`src/hdl/sorted_key_set_table_core_assert.svh`:
```
// ---------------------------------------------------------------------------
// sorted_key_set_table_core_assert.svh
// Assertion macros used by the sorted key set table RTL (skst_ctrl).
// ---------------------------------------------------------------------------
`ifndef SORTED_KEY_SET_TABLE_CORE_ASSERT_SVH
`define SORTED_KEY_SET_TABLE_CORE_ASSERT_SVH

// Same-cycle implication, checked on every rising clock edge out of reset.
`define SKST_ASSERT_NOW(label, ante, cons, msg) \
  label: assert property (@(posedge clk_i) disable iff (!rst_ni) (ante) |-> (cons)) \
    else $error(msg);

// Next-cycle implication, checked on every rising clock edge out of reset.
`define SKST_ASSERT_NEXT(label, ante, cons, msg) \
  label: assert property (@(posedge clk_i) disable iff (!rst_ni) (ante) |=> (cons)) \
    else $error(msg);

`endif

```
`src/hdl/skst_pkg.sv`:
```
`timescale 1ns / 1ps
// ---------------------------------------------------------------------------
// skst_pkg
// Types and constants of the sorted key set table.
// ---------------------------------------------------------------------------
package skst_pkg;

  // Table geometry
  localparam int CAPACITY    = 64;
  localparam int KEY_WIDTH   = 32;
  localparam int IDX_W       = $clog2(CAPACITY);
  localparam int CNT_W       = $clog2(CAPACITY + 1);

  // Port field widths
  localparam int FUNC_W      = 3;
  localparam int KEY_FIELD_W = 32;
  localparam int POS_W       = 6;
  localparam int STATUS_W    = 3;
  localparam int RIDX_W      = 7;
  localparam int RCNT_W      = 7;

  // Request codes
  typedef enum logic [FUNC_W-1:0] {
    FN_INSERT    = 3'd0,
    FN_FIND      = 3'd1,
    FN_ERASE_KEY = 3'd2,
    FN_ERASE_IDX = 3'd3,
    FN_READ_IDX  = 3'd4,
    FN_LOWER     = 3'd5,
    FN_UPPER     = 3'd6,
    FN_CLEAR     = 3'd7
  } skst_func_e;

  // Result status codes
  typedef enum logic [STATUS_W-1:0] {
    ST_OK      = 3'd0,
    ST_PRESENT = 3'd1,
    ST_FULL    = 3'd2,
    ST_ABSENT  = 3'd3,
    ST_RANGE   = 3'd4
  } skst_status_e;

  // Memory request from the sequencer
  typedef struct packed {
    logic                 rd_en;
    logic [IDX_W-1:0]     rd_addr;
    logic                 wr_en;
    logic [IDX_W-1:0]     wr_addr;
    logic [KEY_WIDTH-1:0] wr_data;
  } skst_mem_req_t;

  // Result word of one request
  typedef struct packed {
    skst_status_e         status;
    logic [CNT_W-1:0]     index;
    logic [KEY_WIDTH-1:0] key;
    logic [CNT_W-1:0]     count;
  } skst_res_t;

endpackage

```
`src/hdl/sorted_key_set_table_core.sv`:
```
`timescale 1ns / 1ps
// ---------------------------------------------------------------------------
// sorted_key_set_table_core
// Sorted set of unique keys with binary search, insert, erase and bounds.
// ---------------------------------------------------------------------------
//  Channel   Direction  Handshake                  Fields
//  request   in         in_valid_i / in_stall_o    func, key, position
//  result    out        out_valid_o / out_stall_i  status, result_index,
//                                                  result_key, entry_count
//
//  One request at a time. A binary search probes the key memory (up to 7
//  probes), each probe a read then a compare, then reads the entry at the bound.
//  Insert and erase move one entry per cycle through the read/write ports of
//  the key memory. Clear goes straight to the result.
//  Reset clears the count only; key memory content is not cleared.
//  A stalled result waits in the output register while the next word is taken.
// ---------------------------------------------------------------------------
module sorted_key_set_table_core (
  input  logic                               clk_i,
  input  logic                               rst_ni,
  input  logic                               in_valid_i,
  output logic                               in_stall_o,
  input  logic [skst_pkg::FUNC_W-1:0]        func_i,
  input  logic [skst_pkg::KEY_FIELD_W-1:0]   key_i,
  input  logic [skst_pkg::POS_W-1:0]         position_i,
  output logic                               out_valid_o,
  input  logic                               out_stall_i,
  output logic [skst_pkg::STATUS_W-1:0]      status_o,
  output logic [skst_pkg::RIDX_W-1:0]        result_index_o,
  output logic [skst_pkg::KEY_FIELD_W-1:0]   result_key_o,
  output logic [skst_pkg::RCNT_W-1:0]        entry_count_o
);

  import skst_pkg::*;

  logic                 in_ready;
  skst_mem_req_t        mem_req;
  logic [KEY_WIDTH-1:0] rd_data;
  logic                 res_valid;
  logic                 res_take;
  skst_res_t            res;

  logic                 out_valid_q;
  skst_res_t            out_q;

  assign in_stall_o = !in_ready;

  skst_ctrl u_ctrl (
    .clk_i      (clk_i),
    .rst_ni     (rst_ni),
    .in_valid_i (in_valid_i),
    .in_ready_o (in_ready),
    .func_i     (func_i),
    .key_i      (key_i[KEY_WIDTH-1:0]),
    .position_i (position_i),
    .mem_req_o  (mem_req),
    .rd_data_i  (rd_data),
    .res_valid_o(res_valid),
    .res_take_i (res_take),
    .res_o      (res)
  );

  skst_ram #(
    .DEPTH(CAPACITY),
    .WIDTH(KEY_WIDTH)
  ) u_ram (
    .clk_i    (clk_i),
    .wr_en_i  (mem_req.wr_en),
    .wr_addr_i(mem_req.wr_addr),
    .wr_data_i(mem_req.wr_data),
    .rd_en_i  (mem_req.rd_en),
    .rd_addr_i(mem_req.rd_addr),
    .rd_data_o(rd_data)
  );

  // Load the output register when it is empty or being drained
  assign res_take = res_valid && (!out_valid_q || !out_stall_i);

  always_ff @(posedge clk_i or negedge rst_ni) begin
    if (!rst_ni) begin
      out_valid_q <= 1'b0;
    end else if (res_take) begin
      out_valid_q <= 1'b1;
    end else if (!out_stall_i) begin
      out_valid_q <= 1'b0;
    end
  end

  always_ff @(posedge clk_i) begin
    if (res_take) begin
      out_q <= res;
    end
  end

  // Drive the result word
  assign out_valid_o    = out_valid_q;
  assign status_o       = out_q.status;
  assign result_index_o = RIDX_W'(out_q.index);
  assign result_key_o   = KEY_FIELD_W'(out_q.key);
  assign entry_count_o  = RCNT_W'(out_q.count);

endmodule

```
`src/hdl/skst_ram.sv`:
```
`timescale 1ns / 1ps
// ---------------------------------------------------------------------------
// skst_ram
// Simple dual-port RAM: one write port, one read port, registered read data.
// ---------------------------------------------------------------------------
module skst_ram #(
  parameter int DEPTH = 64,
  parameter int WIDTH = 32,
  localparam int AW   = $clog2(DEPTH)
) (
  input  logic             clk_i,
  input  logic             wr_en_i,
  input  logic [AW-1:0]    wr_addr_i,
  input  logic [WIDTH-1:0] wr_data_i,
  input  logic             rd_en_i,
  input  logic [AW-1:0]    rd_addr_i,
  output logic [WIDTH-1:0] rd_data_o
);

  logic [WIDTH-1:0] mem_q [DEPTH];

  // Write port
  always_ff @(posedge clk_i) begin
    if (wr_en_i) begin
      mem_q[wr_addr_i] <= wr_data_i;
    end
  end

  // Read port, registered read data
  always_ff @(posedge clk_i) begin
    if (rd_en_i) begin
      rd_data_o <= mem_q[rd_addr_i];
    end
  end

endmodule

```
`src/hdl/skst_ctrl.sv`:
```
`timescale 1ns / 1ps
// ---------------------------------------------------------------------------
// skst_ctrl
// Request sequencer: binary search, probe and shift over the key memory.
// ---------------------------------------------------------------------------
`include "sorted_key_set_table_core_assert.svh"

module skst_ctrl (
  input  logic                             clk_i,
  input  logic                             rst_ni,
  // request word
  input  logic                             in_valid_i,
  output logic                             in_ready_o,
  input  logic [skst_pkg::FUNC_W-1:0]      func_i,
  input  logic [skst_pkg::KEY_WIDTH-1:0]   key_i,
  input  logic [skst_pkg::POS_W-1:0]       position_i,
  // key memory
  output skst_pkg::skst_mem_req_t          mem_req_o,
  input  logic [skst_pkg::KEY_WIDTH-1:0]   rd_data_i,
  // result word
  output logic                             res_valid_o,
  input  logic                             res_take_i,
  output skst_pkg::skst_res_t              res_o
);

  import skst_pkg::*;

  typedef enum logic [2:0] {
    S_IDLE,
    S_SRCH,
    S_SWAIT,
    S_PROBE,
    S_EVAL,
    S_SHIFT,
    S_RESP
  } state_e;

  state_e               state_q, state_d;
  skst_func_e           func_q, func_d;
  logic [KEY_WIDTH-1:0] key_q, key_d;
  logic [CNT_W-1:0]     lo_q, lo_d;
  logic [CNT_W-1:0]     hi_q, hi_d;
  logic [IDX_W-1:0]     mid_q, mid_d;
  logic [CNT_W-1:0]     ridx_q, ridx_d;
  logic                 inr_q, inr_d;
  logic [KEY_WIDTH-1:0] e_q, e_d;
  logic [CNT_W-1:0]     cnt_q, cnt_d;
  logic [IDX_W-1:0]     cur_q, cur_d;
  logic [CNT_W-1:0]     rem_q, rem_d;
  logic                 pend_q, pend_d;
  logic [IDX_W-1:0]     wdst_q, wdst_d;
  logic                 up_q, up_d;
  skst_status_e         st_q, st_d;
  logic [KEY_WIDTH-1:0] rkey_q, rkey_d;

  logic                 in_fire;
  logic [CNT_W:0]       mid_sum;
  logic [CNT_W-1:0]     pos_ext;
  logic                 go_right;
  logic                 hit;
  logic                 erase_ok;

  assign in_ready_o = (state_q == S_IDLE);
  assign in_fire    = in_valid_i && in_ready_o;
  assign mid_sum    = {1'b0, lo_q} + {1'b0, hi_q};
  assign pos_ext    = CNT_W'(position_i);
  assign go_right   = (func_q == FN_UPPER) ? (rd_data_i <= key_q) : (rd_data_i < key_q);
  assign hit        = inr_q && (e_q == key_q);
  assign erase_ok   = (func_q == FN_ERASE_KEY) ? hit : inr_q;

  // Next-state and memory request logic
  always_comb begin
    state_d   = state_q;
    func_d    = func_q;
    key_d     = key_q;
    lo_d      = lo_q;
    hi_d      = hi_q;
    mid_d     = mid_q;
    ridx_d    = ridx_q;
    inr_d     = inr_q;
    e_d       = e_q;
    cnt_d     = cnt_q;
    cur_d     = cur_q;
    rem_d     = rem_q;
    pend_d    = pend_q;
    wdst_d    = wdst_q;
    up_d      = up_q;
    st_d      = st_q;
    rkey_d    = rkey_q;
    mem_req_o = '0;

    unique case (state_q)
      S_IDLE: begin
        if (in_fire) begin
          func_d = skst_func_e'(func_i);
          key_d  = key_i;
          unique case (skst_func_e'(func_i))
            FN_CLEAR: begin
              cnt_d   = '0;
              st_d    = ST_OK;
              ridx_d  = '0;
              rkey_d  = '0;
              state_d = S_RESP;
            end
            FN_ERASE_IDX, FN_READ_IDX: begin
              ridx_d = pos_ext;
              inr_d  = (pos_ext < cnt_q);
              if (pos_ext < cnt_q) begin
                mem_req_o.rd_en   = 1'b1;
                mem_req_o.rd_addr = position_i;
                state_d           = S_PROBE;
              end else begin
                state_d = S_EVAL;
              end
            end
            default: begin
              lo_d    = '0;
              hi_d    = cnt_q;
              state_d = S_SRCH;
            end
          endcase
        end
      end

      // Halve the window, or settle on the bound and probe it if it is inside the table
      S_SRCH: begin
        if (lo_q < hi_q) begin
          mid_d             = mid_sum[IDX_W:1];
          mem_req_o.rd_en   = 1'b1;
          mem_req_o.rd_addr = mid_sum[IDX_W:1];
          state_d           = S_SWAIT;
        end else begin
          ridx_d = lo_q;
          inr_d  = (lo_q < cnt_q);
          if (lo_q < cnt_q) begin
            mem_req_o.rd_en   = 1'b1;
            mem_req_o.rd_addr = lo_q[IDX_W-1:0];
            state_d           = S_PROBE;
          end else begin
            state_d = S_EVAL;
          end
        end
      end

      S_SWAIT: begin
        if (go_right) begin
          lo_d = CNT_W'(mid_q) + CNT_W'(1);
        end else begin
          hi_d = CNT_W'(mid_q);
        end
        state_d = S_SRCH;
      end

      S_PROBE: begin
        e_d     = rd_data_i;
        state_d = S_EVAL;
      end

      // Decide status and whether the table moves
      S_EVAL: begin
        st_d    = ST_OK;
        rkey_d  = '0;
        state_d = S_RESP;
        unique case (func_q)
          FN_INSERT: begin
            if (hit) begin
              st_d   = ST_PRESENT;
              rkey_d = e_q;
            end else if (cnt_q >= CNT_W'(CAPACITY)) begin
              st_d = ST_FULL;
            end else begin
              rem_d   = cnt_q - ridx_q;
              cur_d   = cnt_q[IDX_W-1:0];
              pend_d  = 1'b0;
              up_d    = 1'b1;
              state_d = S_SHIFT;
            end
          end
          FN_FIND: begin
            if (hit) begin
              rkey_d = e_q;
            end else begin
              st_d = ST_ABSENT;
            end
          end
          FN_ERASE_KEY, FN_ERASE_IDX: begin
            if (erase_ok) begin
              rkey_d  = e_q;
              rem_d   = cnt_q - ridx_q - CNT_W'(1);
              cur_d   = ridx_q[IDX_W-1:0];
              pend_d  = 1'b0;
              up_d    = 1'b0;
              state_d = S_SHIFT;
            end else begin
              st_d = (func_q == FN_ERASE_KEY) ? ST_ABSENT : ST_RANGE;
            end
          end
          FN_READ_IDX: begin
            if (inr_q) begin
              rkey_d = e_q;
            end else begin
              st_d = ST_RANGE;
            end
          end
          FN_LOWER, FN_UPPER: begin
            rkey_d = inr_q ? e_q : '0;
          end
          FN_CLEAR: begin
            rkey_d = '0;
          end
        endcase
      end

      // Move one entry per cycle; read and write never hit the same entry
      S_SHIFT: begin
        if (pend_q) begin
          mem_req_o.wr_en   = 1'b1;
          mem_req_o.wr_addr = wdst_q;
          mem_req_o.wr_data = rd_data_i;
        end
        if (rem_q != '0) begin
          mem_req_o.rd_en   = 1'b1;
          mem_req_o.rd_addr = up_q ? (cur_q - IDX_W'(1)) : (cur_q + IDX_W'(1));
          pend_d            = 1'b1;
          wdst_d            = cur_q;
          cur_d             = up_q ? (cur_q - IDX_W'(1)) : (cur_q + IDX_W'(1));
          rem_d             = rem_q - CNT_W'(1);
        end else begin
          pend_d = 1'b0;
          if (!pend_q) begin
            if (up_q) begin
              mem_req_o.wr_en   = 1'b1;
              mem_req_o.wr_addr = ridx_q[IDX_W-1:0];
              mem_req_o.wr_data = key_q;
              cnt_d             = cnt_q + CNT_W'(1);
            end else begin
              cnt_d = cnt_q - CNT_W'(1);
            end
            state_d = S_RESP;
          end
        end
      end

      S_RESP: begin
        if (res_take_i) begin
          state_d = S_IDLE;
        end
      end

      default: begin
        state_d = S_IDLE;
      end
    endcase
  end

  // Hold state and registered results
  always_ff @(posedge clk_i or negedge rst_ni) begin
    if (!rst_ni) begin
      state_q <= S_IDLE;
      func_q  <= FN_INSERT;
      key_q   <= '0;
      lo_q    <= '0;
      hi_q    <= '0;
      mid_q   <= '0;
      ridx_q  <= '0;
      inr_q   <= 1'b0;
      e_q     <= '0;
      cnt_q   <= '0;
      cur_q   <= '0;
      rem_q   <= '0;
      pend_q  <= 1'b0;
      wdst_q  <= '0;
      up_q    <= 1'b0;
      st_q    <= ST_OK;
      rkey_q  <= '0;
    end else begin
      state_q <= state_d;
      func_q  <= func_d;
      key_q   <= key_d;
      lo_q    <= lo_d;
      hi_q    <= hi_d;
      mid_q   <= mid_d;
      ridx_q  <= ridx_d;
      inr_q   <= inr_d;
      e_q     <= e_d;
      cnt_q   <= cnt_d;
      cur_q   <= cur_d;
      rem_q   <= rem_d;
      pend_q  <= pend_d;
      wdst_q  <= wdst_d;
      up_q    <= up_d;
      st_q    <= st_d;
      rkey_q  <= rkey_d;
    end
  end

  // Present the result word
  assign res_valid_o  = (state_q == S_RESP);
  assign res_o.status = st_q;
  assign res_o.index  = ridx_q;
  assign res_o.key    = rkey_q;
  assign res_o.count  = cnt_q;

  `SKST_ASSERT_NOW(a_count_bound, 1'b1, cnt_q <= CNT_W'(CAPACITY), "count above capacity")
  `SKST_ASSERT_NOW(a_no_write_idle, (state_q == S_IDLE) || (state_q == S_RESP), !mem_req_o.wr_en, "memory written outside a request")
  `SKST_ASSERT_NOW(a_range_index, res_valid_o && (res_o.status == ST_RANGE), res_o.index >= res_o.count, "range status with index inside table")
  `SKST_ASSERT_NOW(a_full_count, res_valid_o && (res_o.status == ST_FULL), res_o.count == CNT_W'(CAPACITY), "full status with room left")
  `SKST_ASSERT_NEXT(a_accept_busy, in_fire, state_q != S_IDLE, "accepted word did not start work")

endmodule

```
`config.mk`:
```
export PLATFORM = sky130hd
export DESIGN_NAME = sorted_key_set_table_core
export DESIGN_NICKNAME = d
export VERILOG_FILES = /design/src/hdl/skst_pkg.sv /design/src/hdl/sorted_key_set_table_core.sv /design/src/hdl/skst_ram.sv /design/src/hdl/skst_ctrl.sv
export VERILOG_INCLUDE_DIRS = /design/src /design/src/hdl
export SDC_FILE = /design/constraint.sdc
export NUM_CORES = 2
export LEC_CHECK = 0
export BUFFER_PORTS_ARGS = -buffer_cell sky130_fd_sc_hd__buf_4
export CAP_MARGIN = 20
export CORE_AREA = 2 2 367 514
export DETAILED_ROUTE_END_ITERATION = 10
export DIE_AREA = 0 0 369 516
export PLACE_DENSITY = 0.65
export SETUP_SLACK_MARGIN = 0.15
export SLEW_MARGIN = 20
export SYNTH_ARGS = -nofsm -noshare
export SYNTH_HDL_FRONTEND = slang
export SYNTH_SLANG_ARGS = --single-unit
```
`constraint.sdc`:
```
create_clock -name clk_i -period 12.5 [get_ports clk_i]
set_input_delay 0.625 -clock clk_i [delete_from_list [all_inputs] [get_ports clk_i]]
set_output_delay 0.625 -clock clk_i [all_outputs]
set_load 0.05 [all_outputs]
```
==> flow_summary.toml <==
[min_path]
min_from = "key_i[3]"
hp-class = "in -> reg"

[sta]
drv_slew = 0
fmax_mhz = 148.9
finalCritPeriodShare = 0.5372
setup_viol = 0
finalCriticalPeriod_ns = 6.715
worst_pin_slew_ns = 1.219
finalWorstSetupSlack_ns = 5.785
rsz0062_at_grt = "no"
worst_hold_slack_ns = 0.04612
finalHoldViolCount = 0
finClkSkew_ns = 0.02444
setup_tns_ns = 0
slew_headroom = 0.1872

[routing]
wl_met3_um = 28220
route.met2.wl_um = 138300
drtPass1Iterations = 6
ant_nets = 0
via_per_inst = 6.427
wire_per_inst_um = 30.66
top_layer = "met5"
met1_length_um = 102900
wl_um = 285700
drc = 0
vias = 59890
drtIter0Drc = 8320

[power]
p_sw_frac = 0.3952
ir_worst_vdd_mv = 0.3048
p_per_area_nw_per_um2 = 238.5
netSwitchingPower_mw = 9.722
p_leak_nw = 36.75
clkPwrFrac = 0.243
seqPwrFrac = 0.390
p_int_mw = 14.88
combPwrFrac = 0.367

[global_routing]
grt_overflow_total = 0
grt_max_degree = 182
antenna_found_initial = 10
grt_pass1_vias = 57230
grt_pass1_wl_um = 407200
grt_usage = 0.2967

[cts]
cts_buffers = 197
clk_latency_ns = 0.86
cts_resized = 0
root_buffer = "clkbuf_16"
htreeDepth = 4
post_cts.repair.setup_buffers = 0
clk_pin_slew_ns = 0.07
hold_buffers = 32
cts_tree = "yes"
cts_buffer_depth = 3
cts.sinks = 2291

[synthesis]
yosysUniqueCellTypes = 77
synth_fp_nets = 6736
yosys_warnings = 0
syn_area_per_cell_sq_um = 13.97
synth_flop_cell = "edfxtp_1"
synth_seq_cells = 2291
syn_inst = 6615
yosysSeqAreaShare = 0.7359
synth_top_cell_area_share = 0.6921
synth_area_leaders = "edfxtp_1 (69%), nand2_1 (5.8%), dfrtp_1 (4.4%), mux2i_1 (2.3%), nand3_1 (1.7%)"
synth-edff-count = 2129
yosysTopAreaCell = "edfxtp_1"
syn_area_sq_um = 92380
async_reset_ff_frac = 0.07071

[cells_and_area]
stdcell_count = 9318
fin_nets = 6823
fin_area_sq_um = 103100
num-fill-cells = 14600
drive_above_1_share = 0.1074
syn2layout_area_growth_pct = 11.64

[critical_path]
max_stage_delay_ns = 0.81
cp-end-kind = "flip-flop"
r2r-start = "u_ctrl.state_q[1]"
arrival_ns = 7.27
critPathMaxFanout = 155
critPathLaunch = "u_ctrl.state_q[1]"
worst-path-buf-inv = 4
cp_slowest_cell = "nor4_1"
cp_top_family = "simple AND/OR/NAND/NOR gates"
crit_path_start_kind = "flip-flop"
path_cells = "nor4b_4 > buf_4 > o21ai_1 > a211oi_4 > a211oi_4 > buf_12 > and2_4 > buf_12 > buf_4 > nand2_1 > a31oi_1 > a22o_1 > nor4_1 > nor4_1"
worstPathRequired_ns = 13.05
critPathKind = "reg -> reg"

[floorplanning]
die_y_um = 516
die_w_um = 369
row_count = 187
start_util = 0.4985
die_area_sq_um = 190400
core_area_sq_um = 185300
ios = 96

[placement]
place_congestion = 0.9321
dpl-instance-area_sq_um = 96590
dp.cells = 8928
dpl.hpwl_um = 162300
io_buffers = 95
pre_cts_slack_ns = 6.004

[run_status]
outcome = "finished, final reports clean"

[run]
maxCapViolations = 0
cells by family (layout without fill, tap and decap cells):
logic type,count (synthesis),in the layout,share of synthesized area
DFF,2291,2291,0.7359
other,0,5,0
and+or+nand+nor,2244,2244,0.1055
xor gates and xnor gates,59,59,0.005594
buffers and inverters,487,728,0.02261
adders and majority gates,76,76,0.01062
AOI/OAI and AO/OA,1189,1189,0.08874
muxes,269,269,0.03096
power groups by stage:
stage,sequential [mW],combinational [mW],clock [mW]
2_1_floorplan,9.56,5.30,0
3_5_place_dp,9.73,8.79,0
6_report,9.60,9.03,5.97
3_3_place_gp,9.72,8.62,0
4_1_cts,9.57,8.83,6.01
5_1_grt,9.61,9.49,6.29
per-layer routing:
| metal | vias up | GRT usage |
|---|---|---|
| met5 | - | 0 |
| met4 | 8 | 0.1502 |
| met3 | 738 | 0.05350 |
| met2 | 3659 | 0.4886 |
| met1 | 30180 | 0.3783 |
| li1 | 25300 | - |
cell usage after synthesis, types with 10 or more instances:
cell type and instances:
mux2i_1 216, nor2b_1 11, nand2_1 1434, a221oi_1 19, a211oi_1 145, and3_1 182, dfrtp_1 162, buf_4 10
a2111oi_0 18, inv_1 71, a31o_2 16, mux2_2 44, buf_2 154, a32oi_1 61, xor2_1 41, buf_1 35
a22o_1 91, ha_1 72, edfxtp_1 2129, o21ai_0 99, a21oi_1 260, nand3_1 307, clkbuf_1 212, nor3_1 28
xnor2_1 18, a311oi_1 91, o22ai_1 99, a31oi_1 144, nand4_1 18, a21o_1 22, nor4_1 75, a22oi_1 50
nor2_1 141
area by class of cell:
class,count,area [sq um],area share
clock buffer,258,5273,0.05112
inverter,72,270.3,0.002620
antenna,5,12.51,0.0001213
multi-input combinational,3837,23140,0.2244
tap,2457,3074,0.02981
timing repair buffer,303,2499,0.02423
clock inverter,95,882.1,0.008553
sequential,2291,67990,0.6592
tightest hold or removal path, cell delays in order:
cell and delay (ns):
buf_4 0.08, nand2_1 0.07, o21ai_0 0.08
cells in the final DEF, fill, tap and decap left out, types with 74 or more instances in the layout:
cell type  count
clkbuf_16    200
a31oi_1      143
a311oi_1      91
o21ai_0       98
nand2_1     1426
buf_4        258
o22ai_1       98
nand3_1      305
nor4_1        74
edfxtp_1    2129
and3_1       182
a21oi_1      258
dfrtp_1      162
mux2i_1      216
a211oi_1     144
final timing paths:
check,to,slack [ns],depth (start not counted)
max in group asynchronous,u_ctrl.mid_q[4],10.82,3
setup reg to reg,u_ram.rd_data_o[5],5.78,14
setup / recovery,u_ram.rd_data_o[5],5.78,14
min in group asynchronous,u_ctrl.rkey_q[20],0.31,2
hold reg to reg,result_key_o[4],0.45,0
hold / removal,u_ctrl.key_q[3],0.05,3
state kept, by name (all words and copies together), names as in the netlist, 6 cells and up:
name / count
u_ctrl.wdst_q: 6
u_ctrl.mid_q: 6
u_ctrl.rkey_q: 32
entry_count_o: 7
u_ctrl.cnt_q: 7
u_ctrl.cur_q: 6
result_key_o: 32
u_ram.mem_q: 2048
u_ctrl.e_q: 32
u_ram.rd_data_o: 32
u_ctrl.key_q: 32
u_ctrl.lo_q: 7
u_ctrl.rem_q: 7
result_index_o: 7
u_ctrl.ridx_q: 7
u_ctrl.hi_q: 7
per-stage QoR:
step | util | power (mW)
2_1_floorplan | - | 14.86
3_3_place_gp | 0.5207 | 18.35
3_5_place_dp | 0.5212 | 18.52
4_1_cts | 0.5562 | 24.42
5_1_grt | 0.5565 | 25.39
6_report | 0.5566 | 24.60
Power figures use the tool's default switching activity.
